<file path="config.mk">
export PLATFORM = sky130hd
export DESIGN_NAME = looping_ad_envelope
export DESIGN_NICKNAME = d
export VERILOG_FILES = /design/src/sv/lae_pkg.sv /design/src/sv/looping_ad_envelope.sv /design/src/sv/lae_divider.sv /design/src/sv/lae_core.sv
export VERILOG_INCLUDE_DIRS = /design/src /design/src/sv
export SDC_FILE = /design/constraint.sdc
export NUM_CORES = 1
export LEC_CHECK = 0
export ABC_CLOCK_PERIOD_IN_PS = 7800
export BUFFER_PORTS_ARGS = -buffer_cell sky130_fd_sc_hd__buf_2
export CAP_MARGIN = 20
export CELL_PAD_IN_SITES_DETAIL_PLACEMENT = 1
export CELL_PAD_IN_SITES_GLOBAL_PLACEMENT = 2
export CORE_UTILIZATION = 39
export CTS_CLUSTER_DIAMETER = 40
export DETAILED_ROUTE_END_ITERATION = 10
export PLACE_DENSITY = 0.87
export RECOVER_POWER = 100
export REMOVE_ABC_BUFFERS = 1
export SLEW_MARGIN = 20
export SYNTH_ARGS = -nofsm -noshare
export SYNTH_HDL_FRONTEND = slang
export SYNTH_SLANG_ARGS = --single-unit
</file>
<file path="constraint.sdc">
create_clock -name clk -period 7.8 [get_ports clk]
set_clock_uncertainty 0.05 [all_clocks]
set_input_delay 0.39 -clock clk [delete_from_list [all_inputs] [get_ports clk]]
set_output_delay 0.39 -clock clk [all_outputs]
set_load 0.02 [all_outputs]
</file>
<file path="src/sv/looping_ad_envelope_assert.svh">
// Assertion macros for the envelope RTL.
// Each macro expands to one labeled concurrent assertion with an asynchronous reset guard.
`ifndef LOOPING_AD_ENVELOPE_ASSERT_SVH
`define LOOPING_AD_ENVELOPE_ASSERT_SVH

// Implication checked in the same cycle.
`define LAE_ASSERT_IMP(label, clk, rst_n, ante, cons, msg) \
    label: assert property (@(posedge clk) disable iff (!rst_n) (ante) |-> (cons)) \
        else $error(msg);

// Implication whose consequent is checked in the cycle after the antecedent.
`define LAE_ASSERT_NXT(label, clk, rst_n, ante, cons, msg) \
    label: assert property (@(posedge clk) disable iff (!rst_n) (ante) |=> (cons)) \
        else $error(msg);

`endif

</file>
<file path="src/sv/lae_pkg.sv">
// Package for the looping attack/decay envelope: widths, register map and shared types.
// No dependencies; the RTL files refer to it by scoped names.
package lae_pkg;

    localparam int TIME_BITS  = 16;
    localparam int CFG_TIME_W = 16;
    localparam int LEVEL_W    = 8;
    localparam int PROD_W     = CFG_TIME_W + LEVEL_W;
    localparam int DIV_STEPS  = PROD_W;
    localparam int DIV_CNT_W  = $clog2(DIV_STEPS);
    localparam int WIDE_W     = (TIME_BITS > CFG_TIME_W) ? TIME_BITS : CFG_TIME_W;
    localparam int SUM_W      = WIDE_W + 1;
    localparam int ADDR_W     = 4;
    localparam int IDX_W      = ADDR_W - 2;
    localparam int DATA_W     = 32;
    localparam int IN_USER_W  = 4;
    localparam int OUT_USER_W = 3;

    localparam logic [LEVEL_W-1:0]   LEVEL_PEAK = {LEVEL_W{1'b1}};
    localparam logic [TIME_BITS-1:0] TIME_MAX   = {TIME_BITS{1'b1}};

    localparam logic [IDX_W-1:0] REG_ATTACK_TIME = 2'd0;
    localparam logic [IDX_W-1:0] REG_DECAY_TIME  = 2'd1;
    localparam logic [IDX_W-1:0] REG_LOOP_ENABLE = 2'd2;

    typedef struct packed {
        logic [CFG_TIME_W-1:0] attack_time;
        logic [CFG_TIME_W-1:0] decay_time;
        logic                  loop_enable;
    } cfg_t;

    typedef struct packed {
        logic                  start;
        logic [PROD_W-1:0]     dividend;
        logic [CFG_TIME_W-1:0] divisor;
    } div_req_t;

    typedef struct packed {
        logic               busy;
        logic               done;
        logic [LEVEL_W-1:0] quotient;
    } div_rsp_t;

endpackage

</file>
<file path="src/sv/looping_ad_envelope.sv">
// Top level of the looping attack/decay envelope: configuration registers and the core.
// Depends on lae_pkg and lae_core.

// Each input beat advances the phase timer by ms_elapsed, applies the flag clears, trigger
// and release, and yields one output beat with the new level and flags. A new beat is not
// accepted until the current one has finished, most of which is spent in the 24-step serial
// divider that forms elapsed times span over duration; a phase whose duration is zero skips
// the divider. A result waits in the output register while the next beat is accepted, and
// the block stalls before posting a new result for as long as the previous one is still
// waiting there. Registers at byte addresses 0, 4 and 8 hold attack_time, decay_time and
// loop_enable and should be written only while no beat is in progress.
module looping_ad_envelope
(
    input  logic                                clk,
    input  logic                                rst_n,
    input  logic                                psel,
    input  logic                                penable,
    input  logic                                pwrite,
    input  logic [lae_pkg::ADDR_W-1:0]          paddr,
    input  logic [lae_pkg::DATA_W-1:0]          pwdata,
    output logic [lae_pkg::DATA_W-1:0]          prdata,
    output logic                                pready,
    input  logic                                s_tvalid,
    output logic                                s_tready,
    // s_tdata: ms_elapsed[15:0]
    input  logic [lae_pkg::CFG_TIME_W-1:0]      s_tdata,
    // s_tuser: trigger, release_req, clear_rise_flag, clear_cycle_flag
    input  logic [lae_pkg::IN_USER_W-1:0]       s_tuser,
    output logic                                m_tvalid,
    input  logic                                m_tready,
    // m_tdata: level[7:0]
    output logic [lae_pkg::LEVEL_W-1:0]         m_tdata,
    // m_tuser: end_of_rise, end_of_cycle, in_attack
    output logic [lae_pkg::OUT_USER_W-1:0]      m_tuser
);

    lae_pkg::cfg_t              cfg_reg, cfg_next;
    logic [lae_pkg::IDX_W-1:0]  reg_idx;
    logic                       wr_en;

    assign reg_idx = paddr[lae_pkg::ADDR_W-1:2];
    assign wr_en   = psel && penable && pwrite;
    assign pready  = 1'b1;

    always_comb
    begin
        cfg_next = cfg_reg;
        if (wr_en)
        begin
            unique case (reg_idx)
                lae_pkg::REG_ATTACK_TIME: cfg_next.attack_time = pwdata[lae_pkg::CFG_TIME_W-1:0];
                lae_pkg::REG_DECAY_TIME:  cfg_next.decay_time  = pwdata[lae_pkg::CFG_TIME_W-1:0];
                lae_pkg::REG_LOOP_ENABLE: cfg_next.loop_enable = pwdata[0];
                default:                  cfg_next = cfg_reg;
            endcase
        end
    end

    always_comb
    begin
        unique case (reg_idx)
            lae_pkg::REG_ATTACK_TIME: prdata = lae_pkg::DATA_W'(cfg_reg.attack_time);
            lae_pkg::REG_DECAY_TIME:  prdata = lae_pkg::DATA_W'(cfg_reg.decay_time);
            lae_pkg::REG_LOOP_ENABLE: prdata = lae_pkg::DATA_W'(cfg_reg.loop_enable);
            default:                  prdata = '0;
        endcase
    end

    always_ff @(posedge clk or negedge rst_n)
    begin
        if (!rst_n)
        begin
            cfg_reg <= '0;
        end
        else
        begin
            cfg_reg <= cfg_next;
        end
    end

    lae_core u_core
    (
        .clk      (clk),
        .rst_n    (rst_n),
        .cfg      (cfg_reg),
        .s_tvalid (s_tvalid),
        .s_tready (s_tready),
        .s_tdata  (s_tdata),
        .s_tuser  (s_tuser),
        .m_tvalid (m_tvalid),
        .m_tready (m_tready),
        .m_tdata  (m_tdata),
        .m_tuser  (m_tuser)
    );

endmodule

</file>
<file path="src/sv/lae_divider.sv">
// Serial restoring divider, one quotient bit per cycle.
// Depends on lae_pkg for widths and the request and response structs.
module lae_divider
(
    input  logic               clk,
    input  logic               rst_n,
    input  lae_pkg::div_req_t  req,
    output lae_pkg::div_rsp_t  rsp
);

    logic                                busy_reg, busy_next;
    logic                                done_reg, done_next;
    logic [lae_pkg::DIV_CNT_W-1:0]       cnt_reg, cnt_next;
    logic [lae_pkg::CFG_TIME_W-1:0]      rem_reg, rem_next;
    logic [lae_pkg::PROD_W-1:0]          quo_reg, quo_next;
    logic [lae_pkg::CFG_TIME_W:0]        trial;
    logic [lae_pkg::CFG_TIME_W:0]        shifted;

    always_comb
    begin
        shifted   = {rem_reg, quo_reg[lae_pkg::PROD_W-1]};
        trial     = shifted - {1'b0, req.divisor};
        busy_next = busy_reg;
        done_next = 1'b0;
        cnt_next  = cnt_reg;
        rem_next  = rem_reg;
        quo_next  = quo_reg;
        if (req.start)
        begin
            busy_next = 1'b1;
            cnt_next  = lae_pkg::DIV_CNT_W'(lae_pkg::DIV_STEPS - 1);
            rem_next  = '0;
            quo_next  = req.dividend;
        end
        else if (busy_reg)
        begin
            if (!trial[lae_pkg::CFG_TIME_W])
            begin
                rem_next = trial[lae_pkg::CFG_TIME_W-1:0];
                quo_next = {quo_reg[lae_pkg::PROD_W-2:0], 1'b1};
            end
            else
            begin
                rem_next = shifted[lae_pkg::CFG_TIME_W-1:0];
                quo_next = {quo_reg[lae_pkg::PROD_W-2:0], 1'b0};
            end
            cnt_next = cnt_reg - lae_pkg::DIV_CNT_W'(1);
            if (cnt_reg == '0)
            begin
                busy_next = 1'b0;
                done_next = 1'b1;
            end
        end
    end

    always_ff @(posedge clk or negedge rst_n)
    begin
        if (!rst_n)
        begin
            busy_reg <= 1'b0;
            done_reg <= 1'b0;
            cnt_reg  <= '0;
        end
        else
        begin
            busy_reg <= busy_next;
            done_reg <= done_next;
            cnt_reg  <= cnt_next;
        end
    end

    always_ff @(posedge clk)
    begin
        rem_reg <= rem_next;
        quo_reg <= quo_next;
    end

    assign rsp.busy     = busy_reg;
    assign rsp.done     = done_reg;
    assign rsp.quotient = quo_reg[lae_pkg::LEVEL_W-1:0];

endmodule

</file>
<file path="src/sv/lae_core.sv">
// Envelope sequencer: phase state, timer, flags and the output register.
// Depends on lae_pkg, lae_divider and the assertion macro header.
`include "looping_ad_envelope_assert.svh"

module lae_core
(
    input  logic                                clk,
    input  logic                                rst_n,
    input  lae_pkg::cfg_t                       cfg,
    input  logic                                s_tvalid,
    output logic                                s_tready,
    input  logic [lae_pkg::CFG_TIME_W-1:0]      s_tdata,
    input  logic [lae_pkg::IN_USER_W-1:0]       s_tuser,
    output logic                                m_tvalid,
    input  logic                                m_tready,
    output logic [lae_pkg::LEVEL_W-1:0]         m_tdata,
    output logic [lae_pkg::OUT_USER_W-1:0]      m_tuser
);

    typedef enum logic [4:0] {
        S_IDLE = 5'b00001,
        S_EVAL = 5'b00010,
        S_MUL  = 5'b00100,
        S_DIV  = 5'b01000,
        S_DONE = 5'b10000
    } state_t;

    state_t                                state_reg, state_next;
    logic [lae_pkg::TIME_BITS-1:0]         phase_reg, phase_next;
    logic                                  attack_reg, attack_next;
    logic [lae_pkg::LEVEL_W-1:0]           start_reg, start_next;
    logic [lae_pkg::LEVEL_W-1:0]           level_reg, level_next;
    logic                                  rise_reg, rise_next;
    logic                                  cycle_reg, cycle_next;
    logic [lae_pkg::CFG_TIME_W-1:0]        t_reg, t_next;
    logic                                  tge_reg, tge_next;
    logic                                  zero_reg, zero_next;
    logic                                  mvalid_reg, mvalid_next;
    logic [lae_pkg::LEVEL_W-1:0]           mdata_reg, mdata_next;
    logic [lae_pkg::OUT_USER_W-1:0]        muser_reg, muser_next;

    logic [lae_pkg::CFG_TIME_W-1:0]        time_sel;
    logic [lae_pkg::LEVEL_W-1:0]           span;
    logic [lae_pkg::SUM_W-1:0]             sum;
    logic [lae_pkg::WIDE_W-1:0]            phase_wide;
    logic [lae_pkg::WIDE_W-1:0]            time_wide;
    logic                                  out_free;
    lae_pkg::div_req_t                     div_req;
    lae_pkg::div_rsp_t                     div_rsp;

    lae_divider u_div
    (
        .clk   (clk),
        .rst_n (rst_n),
        .req   (div_req),
        .rsp   (div_rsp)
    );

    assign time_sel   = attack_reg ? cfg.attack_time : cfg.decay_time;
    assign span       = attack_reg ? lae_pkg::LEVEL_W'(lae_pkg::LEVEL_PEAK - start_reg)
                                   : start_reg;
    assign sum        = lae_pkg::SUM_W'(phase_reg) + lae_pkg::SUM_W'(s_tdata);
    assign phase_wide = lae_pkg::WIDE_W'(phase_reg);
    assign time_wide  = lae_pkg::WIDE_W'(time_sel);
    assign out_free   = !mvalid_reg || m_tready;

    always_comb
    begin
        logic                        att_v;
        logic [lae_pkg::LEVEL_W-1:0] lvl_v;
        state_next       = state_reg;
        phase_next       = phase_reg;
        attack_next      = attack_reg;
        start_next       = start_reg;
        level_next       = level_reg;
        rise_next        = rise_reg;
        cycle_next       = cycle_reg;
        t_next           = t_reg;
        tge_next         = tge_reg;
        zero_next        = zero_reg;
        mvalid_next      = mvalid_reg && !m_tready;
        mdata_next       = mdata_reg;
        muser_next       = muser_reg;
        div_req.start    = 1'b0;
        div_req.dividend = lae_pkg::PROD_W'(t_reg) * lae_pkg::PROD_W'(span);
        div_req.divisor  = time_sel;
        att_v            = attack_reg;
        lvl_v            = level_reg;
        unique case (state_reg)
            S_IDLE:
            begin
                if (s_tvalid)
                begin
                    if (s_tuser[2])
                    begin
                        rise_next = 1'b0;
                    end
                    if (s_tuser[3])
                    begin
                        cycle_next = 1'b0;
                    end
                    if (sum > lae_pkg::SUM_W'(lae_pkg::TIME_MAX))
                    begin
                        phase_next = lae_pkg::TIME_MAX;
                    end
                    else
                    begin
                        phase_next = sum[lae_pkg::TIME_BITS-1:0];
                    end
                    if (s_tuser[0])
                    begin
                        att_v      = 1'b1;
                        phase_next = '0;
                        start_next = level_reg;
                    end
                    if (s_tuser[1] && att_v)
                    begin
                        att_v      = 1'b0;
                        phase_next = '0;
                        start_next = level_reg;
                    end
                    attack_next = att_v;
                    state_next  = S_EVAL;
                end
            end
            S_EVAL:
            begin
                if (phase_wide < time_wide)
                begin
                    t_next   = phase_wide[lae_pkg::CFG_TIME_W-1:0];
                    tge_next = 1'b0;
                end
                else
                begin
                    t_next   = time_sel;
                    tge_next = 1'b1;
                end
                zero_next  = (time_sel == '0);
                state_next = (time_sel == '0) ? S_DONE : S_MUL;
            end
            S_MUL:
            begin
                div_req.start = 1'b1;
                state_next    = S_DIV;
            end
            S_DIV:
            begin
                if (div_rsp.done)
                begin
                    state_next = S_DONE;
                end
            end
            S_DONE:
            begin
                if (out_free)
                begin
                    if (zero_reg)
                    begin
                        lvl_v = attack_reg ? lae_pkg::LEVEL_PEAK : '0;
                    end
                    else if (attack_reg)
                    begin
                        lvl_v = start_reg + div_rsp.quotient;
                    end
                    else
                    begin
                        lvl_v = start_reg - div_rsp.quotient;
                    end
                    level_next = lvl_v;
                    att_v      = attack_reg;
                    if (tge_reg && attack_reg)
                    begin
                        att_v      = 1'b0;
                        phase_next = '0;
                        start_next = lvl_v;
                        rise_next  = 1'b1;
                    end
                    else if (tge_reg && cfg.loop_enable)
                    begin
                        att_v      = 1'b1;
                        phase_next = '0;
                        start_next = lvl_v;
                        cycle_next = 1'b1;
                    end
                    attack_next = att_v;
                    mvalid_next = 1'b1;
                    mdata_next  = lvl_v;
                    muser_next  = {att_v,
                                   cycle_next,
                                   rise_next};
                    state_next  = S_IDLE;
                end
            end
            default:
            begin
                state_next = S_IDLE;
            end
        endcase
    end

    always_ff @(posedge clk or negedge rst_n)
    begin
        if (!rst_n)
        begin
            state_reg  <= S_IDLE;
            phase_reg  <= '0;
            attack_reg <= 1'b0;
            start_reg  <= '0;
            level_reg  <= '0;
            rise_reg   <= 1'b0;
            cycle_reg  <= 1'b0;
            mvalid_reg <= 1'b0;
        end
        else
        begin
            state_reg  <= state_next;
            phase_reg  <= phase_next;
            attack_reg <= attack_next;
            start_reg  <= start_next;
            level_reg  <= level_next;
            rise_reg   <= rise_next;
            cycle_reg  <= cycle_next;
            mvalid_reg <= mvalid_next;
        end
    end

    always_ff @(posedge clk)
    begin
        t_reg     <= t_next;
        tge_reg   <= tge_next;
        zero_reg  <= zero_next;
        mdata_reg <= mdata_next;
        muser_reg <= muser_next;
    end

    assign s_tready = (state_reg == S_IDLE);
    assign m_tvalid = mvalid_reg;
    assign m_tdata  = mdata_reg;
    assign m_tuser  = muser_reg;

    `LAE_ASSERT_IMP(a_done_in_div, clk, rst_n, div_rsp.done, state_reg == S_DIV,
        "divider finished while the sequencer was not waiting for it")
    `LAE_ASSERT_NXT(a_busy_after_beat, clk, rst_n, s_tvalid && s_tready, !s_tready,
        "input accepted again in the cycle after a beat")
    `LAE_ASSERT_IMP(a_idle_div_quiet, clk, rst_n, state_reg == S_IDLE, !div_rsp.busy,
        "divider still running while the sequencer is idle")
    `LAE_ASSERT_NXT(a_result_posted, clk, rst_n, state_reg == S_DONE && out_free,
        m_tvalid && s_tready, "finished result was not posted to the output register")

endmodule
</file>
==> qor.yml, run 1 <==
critPathRequiredTime_ps: 7850
timing.critical_path.mode_cell: "fa_1"
drtAntennaViolNets: 0
route.vias.total: 9644
final_max_slew_viol_count: 219
grt_overflow: 0
timing.critical_path.to_type: "register"
failed_checks: "max-capacitance violations, max-slew violations"
finish.net_count: 1664
post_synth_main_area_contributors: "dfrtp_1 (15%), fa_1 (13%), edfxtp_1 (12%)"
worst_r2r_path_depth: 19
number_of_standard_cell_rows_in_the_floorplan: 66
cts_setup_buffers: 0
grt_start_max_net_pins: 82
mappedNetlistArea_mm2: 0.01295
num_antenna_cells: 0
buffer_ports.inserted: 73
tritoncts: "done"
timing.slew.headroom_pct: -197.6
floorplan.initialDensity_pct: 39.70
synth-main-ff-cell: "dfrtp_1"
drive_gt1_share_pct: 9.677
die_area_mm2: 0.03394
path_max_fanout: 23
nature_of_the_critical_path_startpoint: "register"
cts.hold.buffers_added: 0
clockRootBuffer: "clkbuf_16"
synth_most_common_cell: "inv_1"
clkSinkCount: 150
whs_path_depth: 2
max-cap-violations: 5
clk-insertion-delay-late_ps: 440
synth-edff-count: 53
die_x_um: 184.2
period_minus_slack_ps: 6670
synth-seq-cells: 150
worstPathCellList: "buf_4 -> xor2_1 -> clkbuf_1 -> and2_0 -> fa_1 -> inv_1 -> fa_1 -> fa_1 -> inv_1 -> ha_1 -> a21oi_1 -> nor2b_1 -> a311o_2 -> o31a_2 -> a221oi_1 -> a211o_1 -> o21ai_0 -> xnor2_1 -> o21ai_1"
drt-wirelength-per-cell_um: 17.23
critical_path_arrival_ps: 6720
cp_num_buf_inv: 4
drc: 0
highest_clock_rate_mhz: 149.9
final_core_utilization_pct: 43.67
syn_to_layout_area_delta_pct: 10.01
total_of_fill_cells_in_the_finished_design: 3805
worst_hold_slack_ps: 138.6
ctsResizeCount: 0
syn_avg_cell_area_um2: 9.614
worstMarginPinSlew_ps: 4464
finalSetupTns_ps: 0
grt_pass1_wl_um: 53620
dp_hpwl_um: 24090
coreArea_mm2: 0.03262
gp_congestion: 0.7882
flip_flop_count_of_the_largest_register_after_layout: 33
final-instance-count-excl-fill: 1868
status: "finished, violations left"
ys_top_cells_by_count: "inv_1 (143), nand2_1 (115), and2_1 (110), ha_1 (101), fa_1 (87)"
clk_pin_slew_ps: 80
post_synth_num_cell_types: 72
die_h_um: 184.2
cts-root-to-sink-buffers: 2
critical_path.top_delay_family: "compound AO/OA/AOI/OAI gates"
crit_type: "reg -> reg"
hold_viol_final: 0
syn-instance-count: 1347
hold_path.class: "in -> reg"
timing.critical_path.slowest_cell_delay_ps: 800
dpl_cells: 1835
cts-buffers-inserted: 17
setup_violations: 0
ys_seq_area_share_pct: 30.43
number_of_global_route_vias_before_repair: 10570
synthDominantAreaCellType: "dfrtp_1"
drt_iter0_drc: 425
async_reset_ff_share_pct: 54.00
vias_per_cell: 5.163
antenna_found_initial: 0
synth_top_area_share_pct: 15.46
timing.critical_path.slowest_stage_cell: "dfrtp_1"
crit_cells: 19
unrepaired_setup_endpoints_after_global_routing: "false"
drt-pass1-iter-count: 4
io-pin-count: 109
grt_usage_pct: 20.10
yosysWarnings: 0
cts_max_level: 4
timing.final.crit_share_pct: 85.51
finalWirelength_um: 32190
path summary, 6_finish.rpt:
check	from	to	slack (ps)
min in group asynchronous	rst_n	cfg_reg[27]	2050
max in group asynchronous	rst_n	u_core.u_div.cnt_reg[3]	3160
setup reg to reg	u_core.attack_reg	u_core.u_div.quo_reg[20]	1130
hold / removal	pwdata[8]	cfg_reg[25]	140
setup / recovery	u_core.attack_reg	u_core.u_div.quo_reg[20]	1130
hold reg to reg	u_core.level_reg[3]	u_core.level_reg[3]	440
through the flow:
stage	worst slack (ps)	instance area, um2
after global placement	1843	13760
after detailed placement	1820	13770
after floorplan	1466	12680
after global routing	742.3	14250
final	1130	14250
after CTS	1796	14360
cell families (layout without fill, tap and decap cells):
family                   count (synthesis)  in the layout  share of synthesized area (%)
AO/OA/AOI/OAI                          222            222                          10.60
multiplexers                           107            107                          8.705
XOR/XNOR                                65             65                          4.396
buffers and inverters                  204            268                          6.686
AND/OR/NAND/NOR                        409            409                          15.92
adder cells (fa/ha/maj)                188            188                          23.21
flip-flops                             150            150                          30.43
other                                    2             17                        0.05799
area by class of cell:
| class | count | area (um2) | area share, % |
|---|---|---|---|
| sequential | 150 | 3940 | 27.66 |
| inverter | 143 | 536.8 | 3.768 |
| multi-input combinational | 1008 | 8167 | 57.32 |
| timing repair buffer | 93 | 457.9 | 3.214 |
| tap | 442 | 553.0 | 3.882 |
| clock inverter | 15 | 166.4 | 1.168 |
| clock buffer | 17 | 425.4 | 2.986 |
routing by layer:
layer	vias up	global-route usage, %	wire length (um)
li1	4630	-	-
met1	4866	25.48	14750
met2	105	35.52	16150
met3	43	2.154	563
met4	0	6.800	733
met5	-	0	0
worst reg2reg max path, delay by kind of cell, from the launching register on:
kind / cells / cell delay, ps
adders and majority gates: 4 / 1730
DFF: 1 / 800
buffers and inverters: 4 / 1210
and+or+nand+nor: 2 / 300
xor gates and xnor gates: 2 / 330
AOI/OAI and AO/OA: 7 / 1900
cells in the final DEF, fill, tap and decap left out, drive strengths merged, types with 12 or more instances in the layout:
master  netlist  routed
nand3        12      12
clkbuf       33      53
a21oi        54      54
and2        111     111
mux2i        65      65
edfxtp       53      53
inv         143     155
nor2b        13      13
dfrtp        80      80
nand2       115     115
xor2         30      30
mux2         42      42
conb          2      17
nor3         20      20
a21o         14      14
o21a         13      13
nor2         86      86
fa           87      87
dfxtp        16      16
buf          28      56
o21ai        93      93
ha          101     101
xnor2        35      35
nand2b       14      14
Power of run 1 is left out: the tool's default activity adds up to more than one toggle a clock period on the data nets, which glitch-free logic cannot reach.
==> inputs of run 2 (changes only) <==
--- a/config.mk
+++ b/config.mk
@@ -9,14 +9,12 @@
 export ABC_CLOCK_PERIOD_IN_PS = 7800
 export BUFFER_PORTS_ARGS = -buffer_cell sky130_fd_sc_hd__buf_2
 export CAP_MARGIN = 20
-export CELL_PAD_IN_SITES_DETAIL_PLACEMENT = 1
-export CELL_PAD_IN_SITES_GLOBAL_PLACEMENT = 2
-export CORE_UTILIZATION = 39
+export CORE_UTILIZATION = 55
 export CTS_CLUSTER_DIAMETER = 40
 export DETAILED_ROUTE_END_ITERATION = 10
-export PLACE_DENSITY = 0.87
+export PLACE_DENSITY = 0.8
 export RECOVER_POWER = 100
-export REMOVE_ABC_BUFFERS = 1
+export SKIP_CTS_REPAIR_TIMING = 1
 export SLEW_MARGIN = 20
 export SYNTH_ARGS = -nofsm -noshare
 export SYNTH_HDL_FRONTEND = slang
==> qor.yml, run 2 (same netlist as run 1, synthesis figures left out) <==
setup.reg_to_reg.worst_slack_ps: 990
final_max_slew_viol_count: 167
timing.hold.worst.start: "pwdata[10]"
drt_iter0_drc: 518
grt_start_max_net_pins: 82
worstMarginPinSlew_ps: 4268
period_minus_slack_ps: 6809
hold_viol_final: 0
failed_checks: "max-capacitance violations, max-slew violations"
io-pin-count: 109
grt_usage_pct: 23.72
die_x_um: 155.4
tritoncts: "done"
path_max_fanout: 33
rr_endpoint: "u_core.u_div.quo_reg[20]"
grt_pass1_wl_um: 45780
clk_pin_slew_ps: 70
status: "finished, violations left"
drive_gt1_share_pct: 9.386
worst_r2r_path_depth: 19
gp_congestion: 0.9050
layout_common_cells: "inv_1 (143), nand2_1 (115), and2_1 (106)"
finalSetupTns_ps: 0
cts-buffers-inserted: 17
clkSinkCount: 150
drt-wirelength-per-cell_um: 15.80
timing.slew.headroom_pct: -184.5
floorplan.initialDensity_pct: 56.68
whs_path_depth: 2
drt-pass1-iter-count: 5
regToRegStartpoint: "u_core.attack_reg"
critPathRequiredTime_ps: 7910
drtAntennaViolNets: 0
cts_max_level: 4
unrepaired_setup_endpoints_after_global_routing: "false"
finalWirelength_um: 27330
vias_per_cell: 5.586
timing.critical_path.to_type: "register"
crit_type: "reg -> reg"
num_antenna_cells: 0
critical_path_arrival_ps: 6920
grt_overflow: 0
antenna_found_initial: 0
hold_end: "cfg_reg[11]"
mostFrequentLayoutCell: "inv_1"
die_area_mm2: 0.02416
buffer_ports.inserted: 73
flip_flop_count_of_the_largest_register_after_layout: 33
die_h_um: 155.4
setup_violations: 0
max-cap-violations: 5
dpl_cells: 1697
syn_to_layout_area_delta_pct: 8.232
nature_of_the_critical_path_startpoint: "register"
finish.net_count: 1655
clockRootBuffer: "clkbuf_16"
route.vias.total: 9663
highest_clock_rate_mhz: 146.9
dp_hpwl_um: 20430
clk-insertion-delay-late_ps: 430
cts-root-to-sink-buffers: 2
final-instance-count-excl-fill: 1730
number_of_global_route_vias_before_repair: 9574
drc: 0
timing.final.crit_share_pct: 87.29
coreArea_mm2: 0.02285
hold_path.class: "in -> reg"
number_of_standard_cell_rows_in_the_floorplan: 55
[run 2: area by class of cell]
class	count	area [um2]
clock buffers	17	425.4
repair buffers	84	394.1
inverters	143	536.8
multi-input cells	1008	8174
clock inverters	15	152.6
fillers	1910	8831
well taps	313	391.6
flip-flops and latches	150	3941
[run 2: metrics by stage]
| step | setup slack [ps] | hold slack, ps | util [%] | instance area [um2] |
|---|---|---|---|---|
| global route | 628.4 | 136.0 | 61.35 | 14020 |
| floorplan | 1876 | 44.41 | - | 13010 |
| finish | 991.0 | 148.8 | 61.35 | 14020 |
| CTS | 1482 | 105.8 | 61.79 | 14120 |
| global placement | 1570 | 414.3 | 59.26 | 13540 |
| detailed placement | 1494 | 425.5 | 59.26 | 13540 |
[run 2: worst max-delay path by stage]
stage                                  from                  endpoint  slack, ps  depth (start not counted)
after floorplan           u_core.attack_reg  u_core.u_div.quo_reg[20]       1880                         22
after global placement    u_core.attack_reg  u_core.u_div.quo_reg[20]       1570                         18
after detailed placement  u_core.attack_reg  u_core.u_div.quo_reg[20]       1490                         18
after CTS                 u_core.attack_reg  u_core.u_div.quo_reg[20]       1480                         18
after global routing      u_core.attack_reg  u_core.u_div.quo_reg[20]        630                         19
final                     u_core.attack_reg  u_core.u_div.quo_reg[20]        990                         19
[run 2: worst max-delay path, cell delays in order, from the launching register on]
cell and delay (ps):
dfrtp_2 490, clkbuf_1 1480, xor2_1 220, buf_4 290, and2_0 190, fa_1 510
inv_1 50, fa_1 460, fa_1 540, inv_1 40, ha_1 330, a21oi_1 170
nor2b_1 60, a311o_2 380, o31a_2 340, a221oi_2 310, a211o_2 260, o21ai_0 120
xnor2_1 160, o21ai_1 80
[run 2: metal layers]
metal | track usage [%] | vias up | routed length, um | share of wire (%)
li1 | - | 4611 | - | -
met1 | 30.37 | 4755 | 12080 | 44
met2 | 41.38 | 240 | 13580 | 50
met3 | 3.008 | 57 | 1063 | 3.9
met4 | 8.170 | 0 | 610 | 2.2
met5 | 0 | - | 0 | 0
Power of run 2 is left out for the same reason.
==> inputs of run 3 (changes only) <==
--- a/config.mk
+++ b/config.mk
@@ -6,9 +6,10 @@
 export SDC_FILE = /design/constraint.sdc
 export NUM_CORES = 1
 export LEC_CHECK = 0
+export ABC_AREA = 1
 export ABC_CLOCK_PERIOD_IN_PS = 7800
 export BUFFER_PORTS_ARGS = -buffer_cell sky130_fd_sc_hd__buf_2
-export CAP_MARGIN = 20
+export CAP_MARGIN = 10
 export CORE_UTILIZATION = 55
 export CTS_CLUSTER_DIAMETER = 40
 export DETAILED_ROUTE_END_ITERATION = 10
==> qor.yml, run 3 <==
synth_most_common_cell: "nand2_1"
async_reset_ff_share_pct: 54.00
drt-pass1-iter-count: 6
dp_hpwl_um: 26770
clockRootBuffer: "clkbuf_16"
floorplan.initialDensity_pct: 55.97
path_max_fanout: 53
final_max_slew_viol_count: 164
max-cap-violations: 4
timing.hold.worst.start: "m_tready"
crit_type: "reg -> reg"
post_synth_num_cell_types: 53
syn-instance-count: 1928
period_minus_slack_ps: 6204
die_area_mm2: 0.02620
tritoncts: "done"
syn_avg_cell_area_um2: 7.289
finish.net_count: 2232
crit_path_setup_slack_layout_ps: 1596
cts_max_level: 4
hold_path.class: "in -> reg"
drtAntennaViolNets: 0
hold_viol_final: 0
nature_of_the_critical_path_startpoint: "register"
synth-seq-cells: 150
synth-main-ff-cell: "dfrtp_1"
failed_checks: "max-capacitance violations, max-slew violations"
mappedNetlistArea_mm2: 0.01405
syn_to_layout_area_delta_pct: 7.007
critical_path_arrival_ps: 6360
drc: 0
gp_congestion: 0.9103
setup_violations: 0
flip_flop_count_of_the_largest_register_after_layout: 33
cts-buffers-inserted: 17
die_h_um: 161.9
place_worst_setup_slack_ps: 2136
critPathRequiredTime_ps: 7950
ys_seq_area_share_pct: 28.04
num_antenna_cells: 0
drive_gt1_share_pct: 5.065
status: "finished, violations left"
coreArea_mm2: 0.02511
route.vias.total: 12510
clk-insertion-delay-late_ps: 450
yosysWarnings: 0
drt_iter0_drc: 995
highest_clock_rate_mhz: 161.2
clkSinkCount: 150
regToRegStartpoint: "u_core.attack_reg"
worstMarginPinSlew_ps: 4294
grt_start_max_net_pins: 82
cts-root-to-sink-buffers: 2
grt_pass1_wl_um: 57730
synthDominantAreaCellType: "nand2_1"
post_synth_main_area_contributors: "nand2_1 (15%), dfrtp_1 (14%), fa_1 (12%)"
grt_overflow: 0
timing.critical_path.to_type: "register"
finalSetupTns_ps: 0
layout_common_cells: "nand2_1 (553), inv_1 (329), nor2_1 (183)"
drt-wirelength-per-cell_um: 14.88
ys_top_cells_by_count: "nand2_1 (549), inv_1 (325), nor2_1 (178), nand3_1 (127), o21ai_0 (120)"
finalWirelength_um: 34590
mostFrequentLayoutCell: "nand2_1"
die_x_um: 161.9
timing.critical_path.from: "u_core.attack_reg"
unrepaired_setup_endpoints_after_global_routing: "false"
synth-edff-count: 53
buffer_ports.inserted: 73
vias_per_cell: 5.382
timing.final.crit_share_pct: 79.54
grt_usage_pct: 27.56
number_of_global_route_vias_before_repair: 12220
number_of_standard_cell_rows_in_the_floorplan: 58
synth_top_area_share_pct: 14.66
antenna_found_initial: 0
timing.slew.headroom_pct: -186.3
io-pin-count: 109
clk_pin_slew_ps: 80
[run 3: changes by cell type in the layout (fill, tap and decap cells not counted), moves of 20 or more]
cell	previous run	this run
nor2_1	85	183
o21ai_0	87	122
nand2_1	115	553
mux2_2	39	0
mux2i_1	65	0
nand4_1	5	25
nand3_1	12	129
inv_1	143	329
and2_1	106	3
[run 3: worst paths after layout]
check                                           end  slack, ps  depth (start not counted)
max                        u_core.u_div.quo_reg[19]       1600                         21
min                                 u_core.m_tvalid         90                          2
max reg2reg                u_core.u_div.quo_reg[19]       1600                         21
min reg2reg                             cfg_reg[28]        440                          2
max in group asynchronous     u_core.u_div.busy_reg       3330                          2
min in group asynchronous               cfg_reg[15]       1970                          2
[run 3: kinds of logic after synthesis]
family          after synthesis  synth area share, %
flops                       150                28.04
simple gates                951                29.06
xor+xnor                     26                1.620
buf+inv                     389                11.49
fa+ha+maj                   188                21.39
other cells                   2              0.05344
compound gates              222                8.360
[run 3: critical path, stage by stage (launching register included)]
cell     delay [ps]
dfrtp_1         330
buf_4           450
inv_1           390
nand2_1         140
nand2_1         390
nor2_1          280
fa_1            480
fa_1            480
fa_1            550
inv_1            60
fa_1            540
inv_1            40
ha_1            360
nand2_1         130
inv_1           100
nand3_1         130
o21ai_0         550
nand2_1         170
nand2_1         110
nand2_1          50
nand3_1         100
nand2_1          80
[run 3: through the flow]
| stage | cell area (um2) | hold WS (ps) | cells | utilization [%] |
|---|---|---|---|---|
| floorplan | 14110 | 44.41 | 1943 | - |
| global placement | 14560 | 415.3 | 2291 | 57.97 |
| detailed placement | 14560 | 416.6 | 2291 | 57.97 |
| CTS | 15160 | 74.68 | 2323 | 60.39 |
| global route | 15040 | 90.22 | 2324 | 59.89 |
| finish | 15040 | 87.56 | 2324 | 59.89 |
[run 3: layout make-up]
cell class / instances / area [um2]
clock buffers: 17 / 425.4
clock inverters: 15 / 182.7
fillers: 2256 / 10070
inverters: 330 / 1240
multi-input cells: 1404 / 8482
flip-flops and latches: 150 / 3940
well taps: 330 / 412.9
repair buffers: 78 / 355.3
[run 3: per-layer routing]
metal	wire length, um	up-vias	part of all wire (%)	global-route usage, %
met5	0	-	0	0
met4	935	0	2.7	10.29
met3	2026	70	5.9	5.056
met2	16620	395	48	46.80
met1	15010	5890	43	34.94
li1	-	6153	-	-
Power of run 3 is left out for the same reason.
